[src/hw/rtl/gn2d_pkg.sv]
// ----------------------------------------------------------------------------
// gn2d_pkg
// Shared types, constants and helpers for the 2-D gradient noise block.
// ----------------------------------------------------------------------------
package gn2d_pkg;

    typedef enum logic {
        OP_LOAD = 1'b0,
        OP_EVAL = 1'b1
    } op_t;

    localparam int FRAC_W   = 16;        // Q0.16 fraction
    localparam int COORD_W  = 32;        // Q16.16 coordinate
    localparam int INDEX_W  = 12;
    localparam int FADE_W   = 17;        // 0 .. 1.0 in Q1.16
    localparam int OFS_W    = 18;        // corner offset, -1.0 .. +1.0
    localparam int DOT_W    = 19;        // dot product, -2.0 .. +2.0
    localparam int NOISE_W  = 19;        // Q2.16 result

    localparam int ONE_Q16  = 65536;
    localparam int HALF_Q16 = 32768;

    // fade polynomial 6t^5 - 15t^4 + 10t^3, factored as t^3 * (6t^2 - 15t + 10)
    localparam int FADE_K2  = 6;
    localparam int FADE_K1  = 15;
    localparam int FADE_K0  = 10;

    localparam int NOISE_MAX = 262143;
    localparam int NOISE_MIN = -262144;

    typedef logic [1:0] grad_t;  // bit 0: x negative, bit 1: y negative

    // Gradient components are +/-1, so the dot product is a signed add.
    function automatic logic signed [DOT_W-1:0] corner_dot(
        input grad_t                    g,
        input logic signed [OFS_W-1:0]  dx,
        input logic signed [OFS_W-1:0]  dy
    );
        logic signed [DOT_W-1:0] px;
        logic signed [DOT_W-1:0] py;
        px = g[0] ? -DOT_W'(dx) : DOT_W'(dx);
        py = g[1] ? -DOT_W'(dy) : DOT_W'(dy);
        return px + py;
    endfunction

endpackage

[src/hw/rtl/gn2d_fade.sv]
// ----------------------------------------------------------------------------
// gn2d_fade
// Three-stage quintic fade 6t^5-15t^4+10t^3 on a Q0.16 fraction.
// ----------------------------------------------------------------------------
module gn2d_fade (
    input  logic                          aclk,
    input  logic                          en,
    input  logic [gn2d_pkg::FRAC_W-1:0]   frac,
    output logic [gn2d_pkg::FADE_W-1:0]   fade
);

    localparam int SQ_W    = 2 * gn2d_pkg::FRAC_W + 1;
    localparam int T_W     = gn2d_pkg::FADE_W;
    localparam int CUBE_W  = T_W + gn2d_pkg::FRAC_W + 1;
    localparam int INNER_W = 22;   // signed, holds 6*t2 - 15*f + 10.0
    localparam int POS_W   = INNER_W - 1;
    localparam int PROD_W  = T_W + POS_W + 1;

    logic [gn2d_pkg::FRAC_W-1:0] f1_reg;
    logic [T_W-1:0]              t2_reg;
    logic [T_W-1:0]              t2_next;
    logic [T_W-1:0]              t3_reg;
    logic [T_W-1:0]              t3_next;
    logic [POS_W-1:0]            inner_reg;
    logic [POS_W-1:0]            inner_next;
    logic [T_W-1:0]              fade_reg;
    logic [T_W-1:0]              fade_next;

    logic [SQ_W-1:0]             sq;
    logic [CUBE_W-1:0]           cube;
    logic signed [INNER_W-1:0]   inner_s;
    logic [PROD_W-1:0]           prod;

    always_comb begin
        sq      = SQ_W'(frac) * SQ_W'(frac) + SQ_W'(gn2d_pkg::HALF_Q16);
        t2_next = T_W'(sq >> gn2d_pkg::FRAC_W);

        cube    = CUBE_W'(t2_reg) * CUBE_W'(f1_reg) + CUBE_W'(gn2d_pkg::HALF_Q16);
        t3_next = T_W'(cube >> gn2d_pkg::FRAC_W);

        inner_s = INNER_W'(gn2d_pkg::FADE_K2) * $signed(INNER_W'(t2_reg))
                - INNER_W'(gn2d_pkg::FADE_K1) * $signed(INNER_W'(f1_reg))
                + INNER_W'(gn2d_pkg::FADE_K0 * gn2d_pkg::ONE_Q16);
        inner_next = inner_s[INNER_W-1] ? '0 : inner_s[POS_W-1:0];

        prod      = PROD_W'(t3_reg) * PROD_W'(inner_reg) + PROD_W'(gn2d_pkg::HALF_Q16);
        fade_next = ((prod >> gn2d_pkg::FRAC_W) > PROD_W'(gn2d_pkg::ONE_Q16))
                  ? T_W'(gn2d_pkg::ONE_Q16)
                  : T_W'(prod >> gn2d_pkg::FRAC_W);
    end

    always_ff @(posedge aclk) begin
        if (en) begin
            f1_reg    <= frac;
            t2_reg    <= t2_next;
            t3_reg    <= t3_next;
            inner_reg <= inner_next;
            fade_reg  <= fade_next;
        end
    end

    assign fade = fade_reg;

endmodule

[config.mk]
export PLATFORM = sky130hd
export DESIGN_NAME = gn2d_fade
export DESIGN_NICKNAME = d
export VERILOG_FILES = /design/src/hw/rtl/gn2d_pkg.sv /design/src/hw/rtl/gn2d_fade.sv
export SDC_FILE = /design/constraint.sdc
export NUM_CORES = 2
export LEC_CHECK = 0
export ABC_AREA = 1
export BUFFER_PORTS_ARGS = -buffer_cell sky130_fd_sc_hd__buf_2
export CORE_MARGIN = 8
export CORE_UTILIZATION = 60
export CTS_BUF_LIST = sky130_fd_sc_hd__clkbuf_16
export CTS_CLUSTER_DIAMETER = 150
export DETAILED_ROUTE_END_ITERATION = 7
export PLACE_DENSITY_LB_ADDON = 0.12
export SYNTH_ARGS = -nofsm -noshare
export SYNTH_HDL_FRONTEND = slang
export SYNTH_SLANG_ARGS = --single-unit
[constraint.sdc]
create_clock -name aclk -period 7.2 [get_ports aclk]
set_clock_uncertainty 0.15 [all_clocks]
set_input_delay 0.72 -clock aclk [delete_from_list [all_inputs] [get_ports aclk]]
set_output_delay 0.72 -clock aclk [all_outputs]
set_load 0.01 [all_outputs]
==> impl_metrics.tcl <==
set metrics [dict create \
    outcome "completed" \
    final_util_pct 62.5 \
    overflow 0 \
    path_delay_family "adder cells" \
    stdcell_area_mm2 0.0368 \
    cts_root_buf "clkbuf_16" \
    synthTopCellsByArea "fa_1 (39%), inv_1 (15%), ha_1 (14%)" \
    grt_first_pass_wirelength_um 141000 \
    drt-vias-per-instance 5.11 \
    wl_per_cell_um 15.4 \
    cp.required_ps 7170 \
    rows 89 \
    gp_routability_congestion 0.908 \
    ios 35 \
    die-width_um 260 \
    min_from "en" \
    dp_cells 5231 \
    rr_startpoint "t3_reg[7]$_DFFE_PP_" \
    worstReg2RegEnd "fade[1]$_SDFFCE_PN0P_" \
    synth.largest_area_cell "fa_1" \
    drt-pass1-iter-count 6 \
    cts_sinks 88 \
    reg2reg_depth 26 \
    path_class "flip-flop to flip-flop" \
    initial_core_util_pct 60.5 \
    largest_reg_flops 21 \
    antenna_found_initial 0 \
    diodes 0 \
    clk_pin_slew_ps 80 \
    yosysWarnings 0 \
    htree_levels 3 \
    drtIter0Drc 1803 \
    synth_seq_cells 88 \
    synthesis.area_mm2 0.0356 \
    nets 5595 \
    synth_most_common_cell "inv_1" \
    grt_max_degree 70 \
    grt_pass1_vias 28553 \
    ys_async_sr_fraction_pct 0 \
    vias 26816 \
    syn_to_final_growth_pct 3.35 \
    post-dp-hpwl_um 69600 \
    numCtsBuffers 9 \
    r2r_slack_ps 410 \
    relSlewSlack_pct 24.4 \
    cp-end-kind "flip-flop" \
    tns_ps 0 \
    ys.flop_type "edfxtp_1" \
    fp.dieArea_mm2 0.0674 \
    io_buffers 34 \
    die_y_um 260 \
    synth_edf_count 88 \
    hold_violations 0 \
    worst_slew_pin_slew_ps 1130 \
    clock.fmax_mhz 147 \
    critPathSlowestCell "edfxtp_1" \
    num-fill-cells 5351 \
    drive_gt1_share_pct 3.55 \
    tritoncts "done" \
    yosysSeqAreaShare_pct 7.42 \
    finalCriticalPeriod_ps 6790 \
    post_cts_buffers 0 \
    grt_use_total_pct 25.5 \
    syn_avg_cell_area_um2 7.85 \
    stdcell_count 5247 \
    cts_hold_buf 0 \
    drv_cap 0 \
    cp-start-kind "flip-flop" \
    syn_nets 5663 \
    critPathMaxStageDelay_ps 1010 \
    synth_cell_types 47 \
    clkLatencyLatePin_ps 400 \
    hold_path_class "input pin to flip-flop" \
    cp_num_buf_inv 6 \
    drc 0 \
    synth_common_cells "inv_1 (1,417), nand2_1 (1,097), fa_1 (700)" \
    path_max_fanout 21 \
    rsz0062_at_grt "false" \
    cts.path.max_buffers 2 \
    coreArea_mm2 0.0589 \
    drtAntennaViolNets 0 \
    min_to "f1_reg[0]$_DFFE_PP_" \
    finalMaxSlewViolations 0 \
    postPlaceCellArea_mm2 0.0365 \
    whs_path_depth 1 \
    post_cts_resized 0 \
    setup_viol 0 \
    synth.top_cell.area_share_pct 39.3 \
    worstPathArrival_ps 6760 \
    fin_crit_sh_pct 94.2 \
    wirelength_um 80700 \
    syn_inst 4537 \
]
## metrics by stage
step	hold WS (ps)	setup slack (ps)
final	595	414
after floorplan	669	878
after CTS	582	419
after global routing	605	53.1
after global placement	983	512
after detailed placement	982	443
## layer usage
| layer | wire length, µm | track usage [%] | vias to the layer above |
|---|---|---|---|
| met5 | 0 | 0 | - |
| met4 | 1260 | 5.31 | 0 |
| met3 | 5760 | 4.24 | 103 |
| met2 | 37500 | 42.3 | 811 |
| met1 | 36100 | 35.3 | 13031 |
| li1 | - | - | 12871 |
## cell type report
cell class                 instances  area, µm²  area share [%]
sequential                        88       2640            7.18
inverter                        1426       5350            14.5
tap                              773        967            2.63
multi-input combinational       2852      26900            73.2
timing repair buffer              92        608            1.65
clock inverter                     7       71.3           0.194
clock buffer                       9        225           0.612
## cells by family after synthesis
family	count (synthesis)	synth area share, %
AO/OA/AOI/OAI	272	4.31
XOR/XNOR	76	1.87
adder cells (fa/ha/maj)	1108	53.7
buffers and inverters	1597	16.9
flip-flops	88	7.42
AND/OR/NAND/NOR	1396	15.8
## worst max-delay path by stage
stage / start / end / depth (start not counted)
2_1_floorplan: frac[3] / t2_reg[11]$_DFFE_PP_ / 26
3_3_place_gp: t3_reg[5]$_DFFE_PP_ / fade[0]$_SDFFCE_PN0P_ / 27
3_5_place_dp: t3_reg[5]$_DFFE_PP_ / fade[1]$_SDFFCE_PN0P_ / 27
4_1_cts: t3_reg[5]$_DFFE_PP_ / fade[1]$_SDFFCE_PN0P_ / 27
5_1_grt: t3_reg[5]$_DFFE_PP_ / fade[1]$_SDFFCE_PN0P_ / 30
6_report: t3_reg[7]$_DFFE_PP_ / fade[1]$_SDFFCE_PN0P_ / 26
## placed cells by master, fill, tap and decap left out, drive strengths merged, types with 2 or more instances in the layout
cell type / Yosys / layout
o211ai: 8 / 8
nand2: 1107 / 1107
clkinv: 1 / 5
a21o: 6 / 6
nor2: 154 / 154
a21boi: 5 / 5
nand3b: 4 / 4
xnor2: 25 / 25
a21oi: 147 / 147
xor2: 51 / 51
inv: 1425 / 1426
a211oi: 4 / 4
o21bai: 22 / 22
clkbuf: 164 / 9
o21ai: 62 / 62
o31ai: 2 / 2
nor3: 29 / 29
fa: 700 / 700
buf: 7 / 92
nand4: 17 / 17
a221oi: 4 / 4
edfxtp: 88 / 88
o21a: 4 / 4
nor4: 4 / 4
or2: 6 / 6
a31oi: 6 / 6
nand3: 68 / 68
and2: 2 / 2
and3: 3 / 3
ha: 408 / 408
Power is left out: the tool's default activity adds up to more than one toggle a clock period on the data nets, which glitch-free logic cannot reach.
